**config.mk**
```make
export PLATFORM = sky130hd
export DESIGN_NAME = wheel_pulse_speedometer_unit_flat
export DESIGN_NICKNAME = d
export VERILOG_FILES = /design/src/sv/wpsu_pkg.sv /design/src/sv/wpsu_if.sv /design/src/sv/wpsu_queue.sv /design/src/sv/wpsu_front.sv /design/src/sv/wpsu_divider.sv /design/src/sv/wpsu_back.sv /design/src/sv/wheel_pulse_speedometer_unit.sv /design/src/flat_wrapper.sv
export VERILOG_INCLUDE_DIRS = /design/src /design/src/sv
export SDC_FILE = /design/constraint.sdc
export NUM_CORES = 1
export LEC_CHECK = 0
export BUFFER_PORTS_ARGS = -buffer_cell sky130_fd_sc_hd__buf_2
export CORE_ASPECT_RATIO = 0.6
export CORE_MARGIN = 5
export CORE_UTILIZATION = 32
export DETAILED_ROUTE_END_ITERATION = 6
export PLACE_DENSITY = 0.46
export SYNTH_ARGS = -nofsm -noshare
export SYNTH_HDL_FRONTEND = slang
export SYNTH_HIERARCHICAL = 1
export SYNTH_SLANG_ARGS = --single-unit
```
**constraint.sdc**
```tcl
create_clock -name clk -period 24 [get_ports clk]
set_input_delay 2.4 -clock clk [delete_from_list [all_inputs] [get_ports clk]]
set_output_delay 2.4 -clock clk [all_outputs]
set_load 0.01 [all_outputs]
```
**src/sv/wheel_pulse_speedometer_unit_assert.svh**
```systemverilog
// ----------------------------------------------------------------------------
// Wheel pulse speedometer assertion macros
// Shared concurrent assertion forms for the speedometer RTL.
// ----------------------------------------------------------------------------
`ifndef WHEEL_PULSE_SPEEDOMETER_UNIT_ASSERT_SVH
`define WHEEL_PULSE_SPEEDOMETER_UNIT_ASSERT_SVH

// same-cycle implication
`define WPSU_ASSERT_IMPLIES(label, clk, rst_n, ante, cons, msg) \
    label: assert property (@(posedge clk) disable iff (!rst_n) (ante) |-> (cons)) \
        else $error(msg);

// next-cycle implication
`define WPSU_ASSERT_NEXT(label, clk, rst_n, ante, cons, msg) \
    label: assert property (@(posedge clk) disable iff (!rst_n) (ante) |=> (cons)) \
        else $error(msg);

`endif

```
**src/sv/wpsu_pkg.sv**
```systemverilog
// ----------------------------------------------------------------------------
// Wheel pulse speedometer package
// Field widths, register indexes, reset values and the result record.
// ----------------------------------------------------------------------------
package wpsu_pkg;

    localparam int FIELD_W    = 16;
    localparam int CFG_IDX_W  = 2;
    localparam int CFG_DATA_W = 16;
    localparam int DIV_W      = 8;

    localparam logic [CFG_IDX_W-1:0] REG_WHEEL_CM       = 2'd0;
    localparam logic [CFG_IDX_W-1:0] REG_DEBOUNCE_TICKS = 2'd1;
    localparam logic [CFG_IDX_W-1:0] REG_PERIOD_DIVISOR = 2'd2;

    localparam logic [FIELD_W-1:0] WHEEL_CM_RESET       = 16'd686;
    localparam logic [FIELD_W-1:0] DEBOUNCE_TICKS_RESET = 16'd2755;
    localparam logic [DIV_W-1:0]   PERIOD_DIVISOR_RESET = 8'd12;

    localparam logic [FIELD_W-1:0] SPEED_SATURATED = 16'hFFFF;

    typedef logic [FIELD_W-1:0] word_t;

    typedef struct packed {
        word_t pulse_count;
        word_t last_capture;
        word_t prev_capture;
        logic  overflowed;
    } result_fields_t;

endpackage

```
**src/sv/wpsu_if.sv**
```systemverilog
// ----------------------------------------------------------------------------
// Wheel pulse speedometer channels
// Tick input, result output and configuration write channels.
// ----------------------------------------------------------------------------
interface wpsu_tick_if;
    logic valid;
    logic ready;
    logic pulse;

    modport source (output valid, output pulse, input ready);
    modport sink   (input valid, input pulse, output ready);
endinterface

interface wpsu_result_if;
    logic        valid;
    logic        ready;
    logic [15:0] speed;
    logic [15:0] pulse_count;
    logic [15:0] last_capture;
    logic [15:0] prev_capture;
    logic        overflowed;

    modport source (output valid, output speed, output pulse_count, output last_capture,
                    output prev_capture, output overflowed, input ready);
    modport sink   (input valid, input speed, input pulse_count, input last_capture,
                    input prev_capture, input overflowed, output ready);
endinterface

interface wpsu_cfg_if;
    logic        valid;
    logic        ready;
    logic [1:0]  index;
    logic [15:0] data;

    modport source (output valid, output index, output data, input ready);
    modport sink   (input valid, input index, input data, output ready);
endinterface

```
**src/sv/wpsu_queue.sv**
```systemverilog
// ----------------------------------------------------------------------------
// Wheel pulse speedometer queue
// Small FIFO between the tick front end and the speed back end.
// ----------------------------------------------------------------------------
module wpsu_queue #(
    parameter int WIDTH = 65,
    parameter int DEPTH = 4
) (
    input  logic             clk,
    input  logic             rst_n,
    input  logic             push,
    input  logic [WIDTH-1:0] push_data,
    output logic             full,
    input  logic             pop,
    output logic             head_valid,
    output logic [WIDTH-1:0] head_data
);

    localparam int PTR_W = (DEPTH > 1) ? $clog2(DEPTH) : 1;
    localparam int CNT_W = $clog2(DEPTH + 1);

    logic [WIDTH-1:0] mem_reg [DEPTH];
    logic [PTR_W-1:0] wr_ptr_reg;
    logic [PTR_W-1:0] wr_ptr_next;
    logic [PTR_W-1:0] rd_ptr_reg;
    logic [PTR_W-1:0] rd_ptr_next;
    logic [CNT_W-1:0] count_reg;
    logic [CNT_W-1:0] count_next;

    assign full       = (count_reg == CNT_W'(DEPTH));
    assign head_valid = (count_reg != '0);
    assign head_data  = mem_reg[rd_ptr_reg];

    always_comb
    begin
        wr_ptr_next = wr_ptr_reg;
        rd_ptr_next = rd_ptr_reg;
        count_next  = count_reg;
        if (push)
        begin
            wr_ptr_next = (wr_ptr_reg == PTR_W'(DEPTH - 1)) ? '0 : wr_ptr_reg + 1'b1;
        end
        if (pop)
        begin
            rd_ptr_next = (rd_ptr_reg == PTR_W'(DEPTH - 1)) ? '0 : rd_ptr_reg + 1'b1;
        end
        if (push && !pop)
        begin
            count_next = count_reg + 1'b1;
        end
        else if (pop && !push)
        begin
            count_next = count_reg - 1'b1;
        end
    end

    always_ff @(posedge clk)
    begin
        if (push)
        begin
            mem_reg[wr_ptr_reg] <= push_data;
        end
    end

    always_ff @(posedge clk or negedge rst_n)
    begin
        if (!rst_n)
        begin
            wr_ptr_reg <= '0;
            rd_ptr_reg <= '0;
            count_reg  <= '0;
        end
        else
        begin
            wr_ptr_reg <= wr_ptr_next;
            rd_ptr_reg <= rd_ptr_next;
            count_reg  <= count_next;
        end
    end

endmodule

```
**src/sv/wpsu_front.sv**
```systemverilog
// ----------------------------------------------------------------------------
// Wheel pulse speedometer front end
// Tick counter, debounced edge capture, wrap clearing and queue push.
// ----------------------------------------------------------------------------
module wpsu_front
    import wpsu_pkg::*;
#(
    parameter int CW = 16
) (
    input  logic           clk,
    input  logic           rst_n,
    input  logic           in_valid,
    input  logic           in_pulse,
    output logic           in_ready,
    input  word_t          debounce_ticks,
    input  logic           q_full,
    output logic           push,
    output result_fields_t push_fields,
    output logic [CW-1:0]  push_period
);

    localparam int CMP_W = (CW > FIELD_W) ? CW : FIELD_W;

    logic [CW-1:0]      tick_reg;
    logic [CW-1:0]      tick_next;
    logic [CW-1:0]      last_reg;
    logic [CW-1:0]      last_next;
    logic [CW-1:0]      prev_reg;
    logic [CW-1:0]      prev_next;
    word_t              count_reg;
    word_t              count_next;
    logic [CW-1:0]      elapsed;
    logic               wrapped;

    assign in_ready = !q_full;
    assign push     = in_valid && in_ready;

    always_comb
    begin
        elapsed    = tick_reg - last_reg;
        last_next  = last_reg;
        prev_next  = prev_reg;
        count_next = count_reg;
        tick_next  = tick_reg;
        wrapped    = 1'b0;
        if (push)
        begin
            if (in_pulse && (CMP_W'(elapsed) > CMP_W'(debounce_ticks)))
            begin
                prev_next  = last_reg;
                last_next  = tick_reg;
                count_next = count_reg + 1'b1;
            end
            tick_next = tick_reg + 1'b1;
            wrapped   = (tick_reg == '1);
            if (wrapped)
            begin
                last_next  = '0;
                prev_next  = '0;
                count_next = '0;
            end
        end
        push_fields.pulse_count  = count_next;
        push_fields.last_capture = FIELD_W'(last_next);
        push_fields.prev_capture = FIELD_W'(prev_next);
        push_fields.overflowed   = wrapped;
        push_period              = last_next - prev_next;
    end

    always_ff @(posedge clk or negedge rst_n)
    begin
        if (!rst_n)
        begin
            tick_reg  <= '0;
            last_reg  <= '0;
            prev_reg  <= '0;
            count_reg <= '0;
        end
        else
        begin
            tick_reg  <= tick_next;
            last_reg  <= last_next;
            prev_reg  <= prev_next;
            count_reg <= count_next;
        end
    end

endmodule

```
**src/sv/wpsu_divider.sv**
```systemverilog
// ----------------------------------------------------------------------------
// Wheel pulse speedometer divider
// Restoring divider, one quotient bit per cycle.
// ----------------------------------------------------------------------------
module wpsu_divider #(
    parameter int WIDTH = 16
) (
    input  logic             clk,
    input  logic             rst_n,
    input  logic             start,
    input  logic [WIDTH-1:0] dividend,
    input  logic [WIDTH-1:0] divisor,
    output logic             done,
    output logic [WIDTH-1:0] quotient
);

    localparam int CNT_W = $clog2(WIDTH + 1);

    logic [WIDTH-1:0] rem_reg;
    logic [WIDTH-1:0] rem_next;
    logic [WIDTH-1:0] quo_reg;
    logic [WIDTH-1:0] quo_next;
    logic [WIDTH-1:0] dvs_reg;
    logic [WIDTH-1:0] dvs_next;
    logic [CNT_W-1:0] cnt_reg;
    logic [CNT_W-1:0] cnt_next;
    logic             busy_reg;
    logic             busy_next;
    logic             done_reg;
    logic             done_next;
    logic [WIDTH:0]   trial;
    logic [WIDTH:0]   diff;
    logic             ge;

    assign done     = done_reg;
    assign quotient = quo_reg;

    always_comb
    begin
        trial     = {rem_reg, quo_reg[WIDTH-1]};
        diff      = trial - {1'b0, dvs_reg};
        ge        = (trial >= {1'b0, dvs_reg});
        rem_next  = rem_reg;
        quo_next  = quo_reg;
        dvs_next  = dvs_reg;
        cnt_next  = cnt_reg;
        busy_next = busy_reg;
        done_next = 1'b0;
        if (start)
        begin
            rem_next  = '0;
            quo_next  = dividend;
            dvs_next  = divisor;
            cnt_next  = CNT_W'(WIDTH);
            busy_next = 1'b1;
        end
        else if (busy_reg)
        begin
            rem_next = ge ? diff[WIDTH-1:0] : trial[WIDTH-1:0];
            quo_next = {quo_reg[WIDTH-2:0], ge};
            cnt_next = cnt_reg - 1'b1;
            if (cnt_reg == CNT_W'(1))
            begin
                busy_next = 1'b0;
                done_next = 1'b1;
            end
        end
    end

    always_ff @(posedge clk)
    begin
        rem_reg <= rem_next;
        quo_reg <= quo_next;
        dvs_reg <= dvs_next;
    end

    always_ff @(posedge clk or negedge rst_n)
    begin
        if (!rst_n)
        begin
            cnt_reg  <= '0;
            busy_reg <= 1'b0;
            done_reg <= 1'b0;
        end
        else
        begin
            cnt_reg  <= cnt_next;
            busy_reg <= busy_next;
            done_reg <= done_next;
        end
    end

endmodule

```
**src/sv/wpsu_back.sv**
```systemverilog
// ----------------------------------------------------------------------------
// Wheel pulse speedometer back end
// Speed from the queued period, cached per period, and the result register.
// ----------------------------------------------------------------------------
module wpsu_back
    import wpsu_pkg::*;
#(
    parameter int CW = 16
) (
    input  logic           clk,
    input  logic           rst_n,
    input  logic           head_valid,
    input  result_fields_t head_fields,
    input  logic [CW-1:0]  head_period,
    output logic           pop,
    input  word_t          wheel_cm,
    input  logic [DIV_W-1:0] period_divisor,
    input  logic           cfg_write,
    output logic           out_valid,
    input  logic           out_ready,
    output word_t          out_speed,
    output result_fields_t out_fields
);

    `include "wheel_pulse_speedometer_unit_assert.svh"

    localparam int DW = (CW > FIELD_W) ? CW : FIELD_W;

    localparam logic [1:0] ST_IDLE = 2'd0;
    localparam logic [1:0] ST_DIV1 = 2'd1;
    localparam logic [1:0] ST_DIV2 = 2'd2;

    logic [1:0]       state_reg;
    logic [1:0]       state_next;
    logic             cache_valid_reg;
    logic             cache_valid_next;
    logic [CW-1:0]    cache_period_reg;
    logic [CW-1:0]    cache_period_next;
    word_t            cache_speed_reg;
    word_t            cache_speed_next;
    logic             out_valid_reg;
    logic             out_valid_next;
    word_t            out_speed_reg;
    word_t            out_speed_next;
    result_fields_t   out_fields_reg;
    result_fields_t   out_fields_next;
    logic             div_start;
    logic [DW-1:0]    div_dividend;
    logic [DW-1:0]    div_divisor;
    logic             div_done;
    logic [DW-1:0]    div_quotient;
    logic [CW-1:0]    scaled;
    logic [DIV_W-1:0] divisor_eff;
    logic             out_free;
    logic             hit;
    logic             zero_period;

    wpsu_divider #(.WIDTH(DW)) u_divider (
        .clk      (clk),
        .rst_n    (rst_n),
        .start    (div_start),
        .dividend (div_dividend),
        .divisor  (div_divisor),
        .done     (div_done),
        .quotient (div_quotient)
    );

    assign out_valid  = out_valid_reg;
    assign out_speed  = out_speed_reg;
    assign out_fields = out_fields_reg;

    always_comb
    begin
        divisor_eff       = (period_divisor == '0) ? DIV_W'(1) : period_divisor;
        out_free          = !out_valid_reg || out_ready;
        zero_period       = (head_period == '0);
        hit               = cache_valid_reg && (cache_period_reg == head_period);
        scaled            = div_quotient[CW-1:0];
        state_next        = state_reg;
        cache_valid_next  = cache_valid_reg;
        cache_period_next = cache_period_reg;
        cache_speed_next  = cache_speed_reg;
        out_speed_next    = out_speed_reg;
        out_fields_next   = out_fields_reg;
        div_start         = 1'b0;
        div_dividend      = DW'(head_period);
        div_divisor       = DW'(divisor_eff);
        pop               = 1'b0;
        case (state_reg)
            ST_IDLE:
            begin
                if (head_valid)
                begin
                    if (zero_period || hit)
                    begin
                        pop = out_free;
                    end
                    else
                    begin
                        div_start  = 1'b1;
                        state_next = ST_DIV1;
                    end
                end
            end
            ST_DIV1:
            begin
                if (div_done)
                begin
                    if (scaled == '0)
                    begin
                        cache_valid_next  = 1'b1;
                        cache_period_next = head_period;
                        cache_speed_next  = SPEED_SATURATED;
                        state_next        = ST_IDLE;
                    end
                    else
                    begin
                        div_start    = 1'b1;
                        div_dividend = DW'(wheel_cm);
                        div_divisor  = DW'(scaled);
                        state_next   = ST_DIV2;
                    end
                end
            end
            ST_DIV2:
            begin
                if (div_done)
                begin
                    cache_valid_next  = 1'b1;
                    cache_period_next = head_period;
                    cache_speed_next  = div_quotient[FIELD_W-1:0];
                    state_next        = ST_IDLE;
                end
            end
            default:
            begin
                state_next = ST_IDLE;
            end
        endcase
        if (cfg_write)
        begin
            cache_valid_next = 1'b0;
        end
        if (pop)
        begin
            out_speed_next  = zero_period ? '0 : cache_speed_reg;
            out_fields_next = head_fields;
            out_valid_next  = 1'b1;
        end
        else
        begin
            out_valid_next = out_valid_reg && !out_ready;
        end
    end

    always_ff @(posedge clk)
    begin
        cache_period_reg <= cache_period_next;
        cache_speed_reg  <= cache_speed_next;
        out_speed_reg    <= out_speed_next;
        out_fields_reg   <= out_fields_next;
    end

    always_ff @(posedge clk or negedge rst_n)
    begin
        if (!rst_n)
        begin
            state_reg       <= ST_IDLE;
            cache_valid_reg <= 1'b0;
            out_valid_reg   <= 1'b0;
        end
        else
        begin
            state_reg       <= state_next;
            cache_valid_reg <= cache_valid_next;
            out_valid_reg   <= out_valid_next;
        end
    end

    `WPSU_ASSERT_IMPLIES(a_pop_slot_free, clk, rst_n, pop, !out_valid_reg || out_ready, "pop into busy result register")
    `WPSU_ASSERT_IMPLIES(a_divide_has_head, clk, rst_n, state_reg != ST_IDLE, head_valid, "divide without queued tick")
    `WPSU_ASSERT_NEXT(a_pop_loads_result, clk, rst_n, pop, out_valid_reg, "popped tick not presented")

endmodule

```
**src/sv/wheel_pulse_speedometer_unit.sv**
```systemverilog
// ----------------------------------------------------------------------------
// Wheel pulse speedometer
// Pulse-period tachometer: debounced wheel edge capture per timer tick and
// wheel speed from the captured period.
//
//   channel  role    handshake      payload
//   tick     sink    valid/ready    pulse
//   result   source  valid/ready    speed, pulse_count, last/prev_capture,
//                                   overflowed
//   cfg      sink    valid/ready    index, data (ready always high)
//
// A tick is accepted every cycle while the queue has room; one result per tick.
// Cached-period results leave at one per cycle while result.ready is high.
// A new period is divided in the shared divider and its speed cached.
// QUEUE_DEPTH ticks are absorbed meanwhile; then tick.ready drops.
// Reset is asynchronous; no clearing pass is needed.
// ----------------------------------------------------------------------------
module wheel_pulse_speedometer_unit
    import wpsu_pkg::*;
#(
    parameter int COUNTER_WIDTH = 16,
    parameter int QUEUE_DEPTH   = 4
) (
    input  logic          clk,
    input  logic          rst_n,
    wpsu_tick_if.sink     tick,
    wpsu_result_if.source result,
    wpsu_cfg_if.sink      cfg
);

    localparam int Q_W = $bits(result_fields_t) + COUNTER_WIDTH;

    word_t              wheel_cm_reg;
    word_t              wheel_cm_next;
    word_t              debounce_reg;
    word_t              debounce_next;
    logic [DIV_W-1:0]   divisor_reg;
    logic [DIV_W-1:0]   divisor_next;
    logic               cfg_write;
    logic               q_full;
    logic               q_push;
    result_fields_t     push_fields;
    logic [COUNTER_WIDTH-1:0] push_period;
    logic               q_pop;
    logic               q_head_valid;
    logic [Q_W-1:0]     q_head_data;
    result_fields_t     head_fields;
    logic [COUNTER_WIDTH-1:0] head_period;
    result_fields_t     out_fields;
    word_t              out_speed;

    assign cfg.ready = 1'b1;
    assign cfg_write = cfg.valid;

    always_comb
    begin
        wheel_cm_next = wheel_cm_reg;
        debounce_next = debounce_reg;
        divisor_next  = divisor_reg;
        if (cfg_write)
        begin
            case (cfg.index)
                REG_WHEEL_CM:       wheel_cm_next = cfg.data;
                REG_DEBOUNCE_TICKS: debounce_next = cfg.data;
                REG_PERIOD_DIVISOR: divisor_next  = cfg.data[DIV_W-1:0];
                default:            wheel_cm_next = wheel_cm_reg;
            endcase
        end
    end

    always_ff @(posedge clk or negedge rst_n)
    begin
        if (!rst_n)
        begin
            wheel_cm_reg <= WHEEL_CM_RESET;
            debounce_reg <= DEBOUNCE_TICKS_RESET;
            divisor_reg  <= PERIOD_DIVISOR_RESET;
        end
        else
        begin
            wheel_cm_reg <= wheel_cm_next;
            debounce_reg <= debounce_next;
            divisor_reg  <= divisor_next;
        end
    end

    wpsu_front #(.CW(COUNTER_WIDTH)) u_front (
        .clk            (clk),
        .rst_n          (rst_n),
        .in_valid       (tick.valid),
        .in_pulse       (tick.pulse),
        .in_ready       (tick.ready),
        .debounce_ticks (debounce_reg),
        .q_full         (q_full),
        .push           (q_push),
        .push_fields    (push_fields),
        .push_period    (push_period)
    );

    wpsu_queue #(.WIDTH(Q_W), .DEPTH(QUEUE_DEPTH)) u_queue (
        .clk        (clk),
        .rst_n      (rst_n),
        .push       (q_push),
        .push_data  ({push_period, push_fields}),
        .full       (q_full),
        .pop        (q_pop),
        .head_valid (q_head_valid),
        .head_data  (q_head_data)
    );

    assign head_fields = q_head_data[$bits(result_fields_t)-1:0];
    assign head_period = q_head_data[Q_W-1:$bits(result_fields_t)];

    wpsu_back #(.CW(COUNTER_WIDTH)) u_back (
        .clk            (clk),
        .rst_n          (rst_n),
        .head_valid     (q_head_valid),
        .head_fields    (head_fields),
        .head_period    (head_period),
        .pop            (q_pop),
        .wheel_cm       (wheel_cm_reg),
        .period_divisor (divisor_reg),
        .cfg_write      (cfg_write),
        .out_valid      (result.valid),
        .out_ready      (result.ready),
        .out_speed      (out_speed),
        .out_fields     (out_fields)
    );

    assign result.speed        = out_speed;
    assign result.pulse_count  = out_fields.pulse_count;
    assign result.last_capture = out_fields.last_capture;
    assign result.prev_capture = out_fields.prev_capture;
    assign result.overflowed   = out_fields.overflowed;

endmodule
```
**src/flat_wrapper.sv**
```systemverilog
// flat-port wrapper written by rule: the top's interface ports become plain ports
module wheel_pulse_speedometer_unit_flat import wpsu_pkg::*;
#(
    parameter int COUNTER_WIDTH = 16,
    parameter int QUEUE_DEPTH   = 4
)
  (clk, rst_n, tick_valid, tick_pulse, tick_ready, result_valid, result_speed, result_pulse_count, result_last_capture, result_prev_capture, result_overflowed, result_ready, cfg_valid, cfg_index, cfg_data, cfg_ready);
  wpsu_tick_if tick_i ();
  wpsu_result_if result_i ();
  wpsu_cfg_if cfg_i ();
  input  logic clk;
  input  logic rst_n;
  input wire logic [$bits(tick_i.valid)-1:0] tick_valid;
  input wire logic [$bits(tick_i.pulse)-1:0] tick_pulse;
  output wire logic [$bits(tick_i.ready)-1:0] tick_ready;
  output wire logic [$bits(result_i.valid)-1:0] result_valid;
  output wire logic [$bits(result_i.speed)-1:0] result_speed;
  output wire logic [$bits(result_i.pulse_count)-1:0] result_pulse_count;
  output wire logic [$bits(result_i.last_capture)-1:0] result_last_capture;
  output wire logic [$bits(result_i.prev_capture)-1:0] result_prev_capture;
  output wire logic [$bits(result_i.overflowed)-1:0] result_overflowed;
  input wire logic [$bits(result_i.ready)-1:0] result_ready;
  input wire logic [$bits(cfg_i.valid)-1:0] cfg_valid;
  input wire logic [$bits(cfg_i.index)-1:0] cfg_index;
  input wire logic [$bits(cfg_i.data)-1:0] cfg_data;
  output wire logic [$bits(cfg_i.ready)-1:0] cfg_ready;
  assign tick_i.valid = tick_valid;
  assign tick_i.pulse = tick_pulse;
  assign tick_ready = tick_i.ready;
  assign result_valid = result_i.valid;
  assign result_speed = result_i.speed;
  assign result_pulse_count = result_i.pulse_count;
  assign result_last_capture = result_i.last_capture;
  assign result_prev_capture = result_i.prev_capture;
  assign result_overflowed = result_i.overflowed;
  assign result_i.ready = result_ready;
  assign cfg_i.valid = cfg_valid;
  assign cfg_i.index = cfg_index;
  assign cfg_i.data = cfg_data;
  assign cfg_ready = cfg_i.ready;
  wheel_pulse_speedometer_unit #(.COUNTER_WIDTH(COUNTER_WIDTH), .QUEUE_DEPTH(QUEUE_DEPTH)) u_core (.clk(clk), .rst_n(rst_n), .tick(tick_i), .result(result_i), .cfg(cfg_i));
endmodule
```
==> flow_metrics.env, run 1 <==
export IMPL_fin_setup_tns_ps=0
export IMPL_die_w_um=357
export IMPL_syn2layout_area_growth_pct=13.9
export IMPL_viasPerCell=4.95
export IMPL_ant_nets=0
export IMPL_reg2reg_slack_ps=16490
export IMPL_ctsHtreeMaxLevel=2
export IMPL_setup_ws_ps=16490
export IMPL_wl_per_cell_um=21.4
export IMPL_die_h_um=218
export IMPL_cts_tree="yes"
export IMPL_hpwl_mm=38.2
export IMPL_slew_headroom_pct=24.4
export IMPL_dieArea_um2=77900
export IMPL_syn_area_um2=23100
export IMPL_synth_async_reset_ratio_pct=23.1
export IMPL_synth_avg_cell_area_um2=15.6
export IMPL_grt_pass1_vias=12876
export IMPL_power_density_nw_per_um2=131
export IMPL_core_area_um2=71700
export IMPL_place_ws_ps=16550
export IMPL_worst_slew_pin_slew_ps=1130
export IMPL_vdd_drop_max_v=0.0000534
export IMPL_p_int_mw=2.29
export IMPL_clk_pin_slew_ps=60
export IMPL_cts_resized_gates=0
export IMPL_fin_crit_sh_pct=31.3
export IMPL_min_path_type="register to register"
export IMPL_grt_max_degree=67
export IMPL_synth_top_area_share_pct=50.5
export IMPL_multi_input_area_um2=7360
export IMPL_max_cap_violations=0
export IMPL_fin_worst_skew_ps=29.2
export IMPL_power_frac_clock_pct=25.0
export IMPL_layout_drive_gt1_share_pct=23.7
export IMPL_vias=12886
export IMPL_worst_setup_path_end_kind="register"
export IMPL_status="finished clean"
export IMPL_synth_top_cells_by_area="edfxtp_1, dfrtp_1, mux4_2, ha_1, mux2_2"
export IMPL_largest_register_ffs=260
export IMPL_ff2ff_path_depth=27
export IMPL_ys_seq_elements=527
export IMPL_first_pass_iters=5
export IMPL_critPathMostFrequentCell="a21oi_1"
export IMPL_worstSetupStartpointType="register"
export IMPL_num_rows=76
export IMPL_drc=0
export IMPL_crit_fanout=25
export IMPL_gp_congestion=0.823
export IMPL_antenna_found_initial=2
export IMPL_synthFlopType="edfxtp_1"
export IMPL_p_comb_share_pct=33.7
export IMPL_clock_sinks=527
export IMPL_synthesis_nets=1580
export IMPL_regArea_um2=15100
export IMPL_synth_cells=1480
export IMPL_swShare_pct=33.9
export IMPL_numCtsBuffers=52
export IMPL_ios=92
export IMPL_critPathKind="register to register"
export IMPL_cp_required_ps=24390
export IMPL_rsz0062_at_grt="no"
export IMPL_final_cell_mix="edfxtp_1, dfrtp_1, buf_2"
export IMPL_synth_edf_count=389
export IMPL_port_buffers=90
export IMPL_net_switching_power_mw=1.17
export IMPL_max_stage_delay_ps=620
export IMPL_fin_nets=1686
export IMPL_setup_viol=0
export IMPL_cts_setup_buffers=0
export IMPL_drv_slew=0
export IMPL_drt_iter0_markers=1102
export IMPL_arrival_ps=7900
export IMPL_fin_crit_ps=7510
export IMPL_root_buffer="clkbuf_16"
export IMPL_cpMaxStageDelayCell="or4b_4"
export IMPL_synth_top_area_cell="edfxtp_1"
export IMPL_synth_distinct_cells=79
export IMPL_whs_path_depth=1
export IMPL_grt_use_total_pct=14.3
export IMPL_ys_warn_count=6
export IMPL_finalHoldViolations=0
export IMPL_start_util_pct=32.3
export IMPL_ctsHoldBuffers=0
export IMPL_final_common_cell="edfxtp_1"
export IMPL_drt_wl_total_mm=55.7
export IMPL_pwr_share_seq_pct=41.3
export IMPL_fillers=6821
export IMPL_leakage_nw=9.68
export IMPL_ys_seq_area_share_pct=65.2
export IMPL_clock_latency_ps=610
export IMPL_grt_overflow=0
export IMPL_grt_first_pass_wirelength_mm=84.2
export IMPL_fmax_mhz=133
export IMPL_clockBufferDepth=3
-- critical path: cells and delay by family (launching register included) --
| kind | cells | cell delay [ps] |
|---|---|---|
| compound gates | 14 | 3330 |
| xor+xnor | 2 | 400 |
| fa+ha+maj | 4 | 1250 |
| buf+inv | 2 | 490 |
| flops | 1 | 450 |
| simple gates | 5 | 1370 |
-- cell families after synthesis --
family          Yosys count  synth area share (%)
simple gates            295                  7.02
compound gates          206                  6.18
mux                     159                  11.1
xor+xnor                 82                  3.11
other cells               1                0.0162
fa+ha+maj                76                  4.24
flops                   527                  65.2
buf+inv                 134                  3.13
-- Yosys cell counts, types with 10 or more instances --
cell and n:
nand2b_1 18, a22o_1 34, nand2_1 57, o21ai_0 39
xnor2_1 43, a21oi_1 41, and2_1 26, dfrtp_1 108
ha_1 72, buf_2 11, nor4_1 16, a22oi_1 15
nor2b_1 10, clkbuf_1 16, nor3_1 11, nor2_1 67
nand4_1 19, dfstp_2 14, nand3_1 15, mux2_4 17
xor2_1 39, mux2_2 67, a211oi_1 10, dfxtp_1 16
inv_1 82, mux4_2 65, edfxtp_1 389, or3_1 11
a21o_1 15, mux2i_1 10
-- cell type report --
type / count / area share [%]
Antenna cell: 1 / 0.00950
Clock buffer: 72 / 5.65
Clock inverter: 24 / 1.24
Inverter: 82 / 1.17
Multi-Input combinational cell: 819 / 27.9
Sequential cell: 527 / 57.2
Tap cell: 975 / 4.63
Timing Repair Buffer: 104 / 2.13
-- worst paths after layout --
path,endpoint,startpoint
max reg2reg,u_core/u_queue/mem_reg[0][64],u_core/u_front/tick_reg[0]
min in group asynchronous,u_core/wheel_cm_reg[11],rst_n
max in group asynchronous,u_core/u_queue/rd_ptr_reg[0],rst_n
min reg2reg,u_core/u_queue/count_reg[2],u_core/u_queue/count_reg[2]
min,u_core/u_queue/count_reg[2],u_core/u_queue/count_reg[2]
max,u_core/u_queue/mem_reg[0][64],u_core/u_front/tick_reg[0]
-- routing by layer --
layer  routed length [um]  vias up  GRT usage (%)
met3                 3560       61           3.40
met2                22000      296           18.9
met5                    0        -              0
li1                     -     5834              -
met4                  889        0           3.05
met1                29200     6695           23.2
-- metrics by stage --
stage | utilization [%] | cell area (um^2) | hold WS, ps | std cells | total power [mW]
after floorplan | - | 23100 | 442 | 1480 | 2.26
after global placement | 34.2 | 24500 | 470 | 2507 | 2.58
after detailed placement | 34.2 | 24500 | 485 | 2507 | 2.61
after CTS | 36.7 | 26300 | 494 | 2603 | 3.49
after global routing | 36.7 | 26300 | 517 | 2603 | 3.67
final | 36.7 | 26300 | 488 | 2604 | 3.46
-- power by group through the flow --
stage          clock, mW  combinational, mW  sequential (mW)
5_1_grt            0.935               1.28             1.45
6_report           0.864               1.16             1.43
2_1_floorplan          0              0.864             1.40
3_3_place_gp           0               1.14             1.44
4_1_cts            0.893               1.17             1.43
3_5_place_dp           0               1.16             1.45
(Power assumes the default switching activity.)
==> run 2: changes to the inputs <==
--- a/config.mk
+++ b/config.mk
@@ -11,7 +11,7 @@
 export CORE_MARGIN = 5
 export CORE_UTILIZATION = 32
 export DETAILED_ROUTE_END_ITERATION = 6
-export PLACE_DENSITY = 0.46
+export PLACE_DENSITY = 0.47
 export SYNTH_ARGS = -nofsm -noshare
 export SYNTH_HDL_FRONTEND = slang
 export SYNTH_HIERARCHICAL = 1
==> constraint.sdc (replaced) <==
create_clock -name clk -period 6.5 [get_ports clk]
set_input_delay 0.65 -clock clk [delete_from_list [all_inputs] [get_ports clk]]
set_output_delay 0.65 -clock clk [all_outputs]
set_load 0.01 [all_outputs]
==> run 2 against run 1 <==
  * Critical path depth is 3 lower
  * Total power grew to 3.8 times the previous value
  * Register-to-register slack worse by 16000 ps
  * Largest cell class unchanged
  * Clock-buffer cell count is 1 lower
==> flow_metrics.env, run 2 (synthesized netlist as in run 1, its figures left out) <==
export IMPL_status="finished clean"
export IMPL_final_common_cell="edfxtp_1"
export IMPL_grt_max_degree=73
export IMPL_reg2reg_slack_ps=200
export IMPL_fin_crit_sh_pct=96.9
export IMPL_core_area_um2=71700
export IMPL_fin_worst_skew_ps=43.3
export IMPL_drt_wl_total_mm=56.3
export IMPL_fin_nets=1725
export IMPL_clk_pin_slew_ps=70
export IMPL_swShare_pct=34.4
export IMPL_gp_congestion=0.852
export IMPL_grt_pass1_vias=13038
export IMPL_vdd_drop_max_v=0.000215
export IMPL_power_frac_clock_pct=22.9
export IMPL_crit_fanout=5
export IMPL_place_ws_ps=5.34
export IMPL_slew_headroom_pct=26.3
export IMPL_ctsHtreeMaxLevel=2
export IMPL_die_w_um=357
export IMPL_net_switching_power_mw=4.49
export IMPL_die_h_um=218
export IMPL_grt_overflow=0
export IMPL_leakage_nw=9.85
export IMPL_layout_drive_gt1_share_pct=27.1
export IMPL_p_total_mw=13.0
export IMPL_wl_per_cell_um=21.3
export IMPL_ff2ff_path_depth=24
export IMPL_setup_ws_ps=199
export IMPL_cts_tree="yes"
export IMPL_drc=0
export IMPL_crit_start="u_core/u_front/last_reg[1]"
export IMPL_worst_slew_pin_slew_ps=1110
export IMPL_fin_setup_tns_ps=0
export IMPL_vias=12987
export IMPL_arrival_ps=6590
export IMPL_ios=92
export IMPL_worstSetupStartpointType="register"
export IMPL_max_cap_violations=0
export IMPL_first_pass_iters=5
export IMPL_drv_slew=0
export IMPL_syn2layout_area_growth_pct=15.6
export IMPL_grt_use_total_pct=14.3
export IMPL_antenna_found_initial=4
export IMPL_setup_viol=0
export IMPL_final_cells=2646
export IMPL_hpwl_mm=38.4
export IMPL_min_path_type="input port to asynchronous set/reset pin"
export IMPL_clockBufferDepth=3
export IMPL_port_buffers=90
export IMPL_drt_iter0_markers=912
export IMPL_viasPerCell=4.91
export IMPL_fin_crit_ps=6300
export IMPL_grt_first_pass_wirelength_mm=84.5
export IMPL_finalHoldViolations=0
export IMPL_worst_setup_path_end_kind="register"
export IMPL_reg2reg_to="u_core/u_queue/mem_reg[2][64]"
export IMPL_fmax_mhz=159
export IMPL_power_density_nw_per_um2=488
export IMPL_start_util_pct=32.3
export IMPL_placedCellCount=2532
export IMPL_clock_latency_ps=620
export IMPL_worst_hold_slack_ps=111
export IMPL_rsz0062_at_grt="no"
export IMPL_dieArea_um2=77900
export IMPL_clock_sinks=527
export IMPL_final_cell_mix="edfxtp_1, dfrtp_1, buf_2"
export IMPL_pwr_share_seq_pct=40.5
export IMPL_root_buffer="clkbuf_16"
export IMPL_num_rows=76
export IMPL_numCtsBuffers=52
export IMPL_p_int_mw=8.55
export IMPL_p_comb_share_pct=36.6
export IMPL_cp_required_ps=6790
export IMPL_ant_nets=0
export IMPL_reg2reg_from="u_core/u_front/last_reg[1]"
export IMPL_largest_register_ffs=260
export IMPL_critPathKind="register to register"
-- run 2: how the worst max path moves through the flow --
stage | end | slack, ps | cells after the start
after floorplan | u_core/u_queue/mem_reg[0][64] | 500 | 26
after global placement | u_core/u_queue/mem_reg[1][64] | 130 | 25
after detailed placement | u_core/u_queue/mem_reg[2][64] | 5 | 24
after CTS | u_core/u_queue/mem_reg[2][64] | 2 | 25
after global routing | u_core/u_queue/mem_reg[2][64] | 5 | 25
final | u_core/u_queue/mem_reg[2][64] | 200 | 24
-- run 2: layout make-up --
type                       instances  area, um^2
multi-input combinational        820        7560
sequential                       527       15100
inverter                          82         308
clock buffer                      71        1440
clock inverter                    26         250
fill                            6845       45000
antenna                            3        7.51
tap                              975        1220
timing repair buffer             142         867
-- run 2: power groups by stage --
stage / Combinational (mW) / Sequential (mW) / Clock (mW)
5_1_grt: 5.25 / 5.36 / 3.23
6_report: 4.77 / 5.29 / 2.98
3_5_place_dp: 4.43 / 5.34 / 0
3_3_place_gp: 4.34 / 5.32 / 0
4_1_cts: 4.46 / 5.28 / 3.08
2_1_floorplan: 3.19 / 5.16 / 0
-- run 2: critical path, stage by stage, from the launching register on --
cell	delay (ps)
dfrtp_1	420
inv_1	70
ha_1	270
nor2b_1	140
o31a_1	280
o211ai_1	330
a21boi_1	150
a311o_1	380
a21oi_2	160
xnor2_1	80
ha_1	360
buf_4	150
a21oi_2	130
or4b_4	560
a21oi_4	180
nand2b_4	200
a22o_1	170
ha_1	230
nor2b_1	140
o31a_1	330
o311a_1	330
a22o_1	300
o41ai_4	350
o21ai_2	110
xnor2_2	160
-- run 2: through the flow --
| stage | area [um^2] | utilization (%) |
|---|---|---|
| 5_1_grt | 26700 | 37.3 |
| 3_3_place_gp | 24700 | 34.5 |
| 4_1_cts | 26400 | 36.9 |
| 2_1_floorplan | 23100 | - |
| 6_report | 26700 | 37.3 |
| 3_5_place_dp | 24700 | 34.5 |
-- run 2: per-layer routing --
| layer | GRT usage [%] | vias up | part of all wire [%] | wire length [um] |
|---|---|---|---|---|
| li1 | - | 5943 | - | - |
| met1 | 22.8 | 6646 | 51 | 29000 |
| met2 | 19.4 | 327 | 40 | 22700 |
| met3 | 3.80 | 67 | 6.7 | 3790 |
| met4 | 2.90 | 4 | 1.5 | 835 |
| met5 | 0 | - | 0.037 | 21 |
-- run 2: timing repair --
item,CTS,global route
pin swaps,0,22
endpoints found under the hold margin,0,0
hold buffers,0,0
endpoints found under the setup margin,4,40
buffers inserted,0,13
resized for setup,3,41
cloned,0,1
==> run 3: changes to the inputs <==
--- a/config.mk
+++ b/config.mk
@@ -9,9 +9,9 @@
 export BUFFER_PORTS_ARGS = -buffer_cell sky130_fd_sc_hd__buf_2
 export CORE_ASPECT_RATIO = 0.6
 export CORE_MARGIN = 5
-export CORE_UTILIZATION = 32
+export CORE_UTILIZATION = 30
 export DETAILED_ROUTE_END_ITERATION = 6
-export PLACE_DENSITY = 0.47
+export PLACE_DENSITY = 0.45
 export SYNTH_ARGS = -nofsm -noshare
 export SYNTH_HDL_FRONTEND = slang
 export SYNTH_HIERARCHICAL = 1
==> run 3 against run 2 <==
  * Maximum frequency decreased by 0.11%
  * Sequential power barely moved
  * Clock skew down 11 ps
  * Critical path type unchanged
  * Critical endpoint is now u_core/u_queue/mem_reg[1][64]
  * Largest cell class unchanged
  * Largest power group unchanged
  * Highest routed layer unchanged
==> flow_metrics.env, run 3 (synthesized netlist as in run 1, its figures left out) <==
export IMPL_status="finished clean"
export IMPL_grt_first_pass_wirelength_mm=84.0
export IMPL_wl_per_cell_um=21.2
export IMPL_drv_slew=0
export IMPL_reg2reg_slack_ps=190
export IMPL_multi_input_area_um2=7530
export IMPL_grt_pass1_vias=12822
export IMPL_fin_setup_tns_ps=0
export IMPL_final_cell_mix="edfxtp_1, dfrtp_1, buf_2"
export IMPL_ctsHoldBuffers=0
export IMPL_clock_sinks=527
export IMPL_grt_met3_usage_pct=3.35
export IMPL_worst_hold_slack_ps=26.2
export IMPL_fin_crit_ps=6310
export IMPL_layout_drive_gt1_share_pct=26.8
export IMPL_worst_setup_path_end_kind="register"
export IMPL_leakage_nw=9.87
export IMPL_place_ws_ps=22.8
export IMPL_critPathKind="register to register"
export IMPL_cpLargestDelayFamily="compound AO/OA/AOI/OAI gates"
export IMPL_antenna_found_initial=4
export IMPL_fmax_mhz=159
export IMPL_ctsHtreeMaxLevel=2
export IMPL_cp_required_ps=6820
export IMPL_hpwl_mm=38.8
export IMPL_first_pass_iters=6
export IMPL_start_util_pct=30.4
export IMPL_power_density_nw_per_um2=488
export IMPL_die_h_um=225
export IMPL_crit_buf_inv=2
export IMPL_fin_nets=1727
export IMPL_min_path_type="input port to asynchronous set/reset pin"
export IMPL_worstSetupStartpointType="register"
export IMPL_die_w_um=368
export IMPL_setup_ws_ps=192
export IMPL_root_buffer="clkbuf_16"
export IMPL_drc=0
export IMPL_clockBufferDepth=3
export IMPL_vdd_drop_max_v=0.000213
export IMPL_arrival_ps=6630
export IMPL_vias=12884
export IMPL_syn2layout_area_growth_pct=15.8
export IMPL_ios=92
export IMPL_final_common_cell="edfxtp_1"
export IMPL_use_met2_pct=18.1
export IMPL_worst_slew_pin_slew_ps=1270
export IMPL_clock_latency_ps=610
export IMPL_fillers=7273
export IMPL_grt_use_met1_pct=21.3
export IMPL_finalHoldViolations=0
export IMPL_slew_headroom_pct=15.0
export IMPL_dieArea_um2=82900
export IMPL_grt_max_degree=66
export IMPL_fin_worst_skew_ps=32.5
export IMPL_regArea_um2=15100
export IMPL_top_usage_layer="met1"
export IMPL_drt_wl_total_mm=56.6
export IMPL_numCtsBuffers=52
export IMPL_core_area_um2=76000
export IMPL_grt_overflow=0
export IMPL_gp_congestion=0.846
export IMPL_num_rows=78
export IMPL_clk_pin_slew_ps=60
export IMPL_viasPerCell=4.82
export IMPL_drt_iter0_markers=918
export IMPL_setup_viol=0
export IMPL_max_stage_delay_ps=600
export IMPL_grt_use_total_pct=13.3
export IMPL_max_cap_violations=0
export IMPL_p_total_mw=13.1
export IMPL_crit_fanout=8
export IMPL_cts_tree="yes"
export IMPL_cpMaxStageDelayCell="or4b_4"
export IMPL_ant_nets=0
export IMPL_largest_register_ffs=260
export IMPL_fin_crit_sh_pct=97.0
export IMPL_port_buffers=90
[run 3: worst paths after layout]
path	depth (start not counted)	from	end
worst min register to register	1	u_core/u_queue/count_reg[2]	u_core/u_queue/count_reg[2]
worst min-delay path	1	rst_n	u_core/u_front/prev_reg[13]
worst max-delay path	25	u_core/u_front/tick_reg[9]	u_core/u_queue/mem_reg[1][64]
worst max register to register	25	u_core/u_front/tick_reg[9]	u_core/u_queue/mem_reg[1][64]
min in group clk	2	cfg_data[13]	u_core/wheel_cm_reg[13]
max in group asynchronous	2	rst_n	u_core/u_queue/wr_ptr_reg[1]
[run 3: stage by stage]
stage                     instances  util, %  area [um^2]
after floorplan                1480        -        23100
after global placement         2557     32.6        24800
after detailed placement       2557     32.6        24800
after CTS                      2655     34.8        26500
after global routing           2671     35.2        26800
final                          2672     35.2        26800
[run 3: routing by layer]
layer	vias up	share of wire [%]
met1	6611	52
met5	-	0.10
met4	8	1.2
met2	273	40
li1	5931	-
met3	61	6.1
[run 3: repair_timing]
item                                    4_1_cts  5_1_grt
setup buffers                                 0       15
gates resized for setup                       1       39
gates cloned                                  0        1
pin swaps                                     0       22
endpoints found under the setup margin        4       40
[run 3: area by class of cell]
type                    count  share of cell area (%)
diodes                      1                 0.00935
clock buffers              72                    5.37
clock inverters            26                   0.981
inverters                  82                    1.15
multi-input cells         820                    28.1
flip-flops and latches    527                    56.3
well taps                1000                    4.67
repair buffers            144                    3.33
[run 3: power by group]
part / total, mW / switching [mW] / internal (mW)
Clock: 3.01 / 1.29 / 1.71
Sequential: 5.28 / 0.407 / 4.87
Combinational: 4.78 / 2.80 / 1.97
Total: 13.1 / 4.50 / 8.56
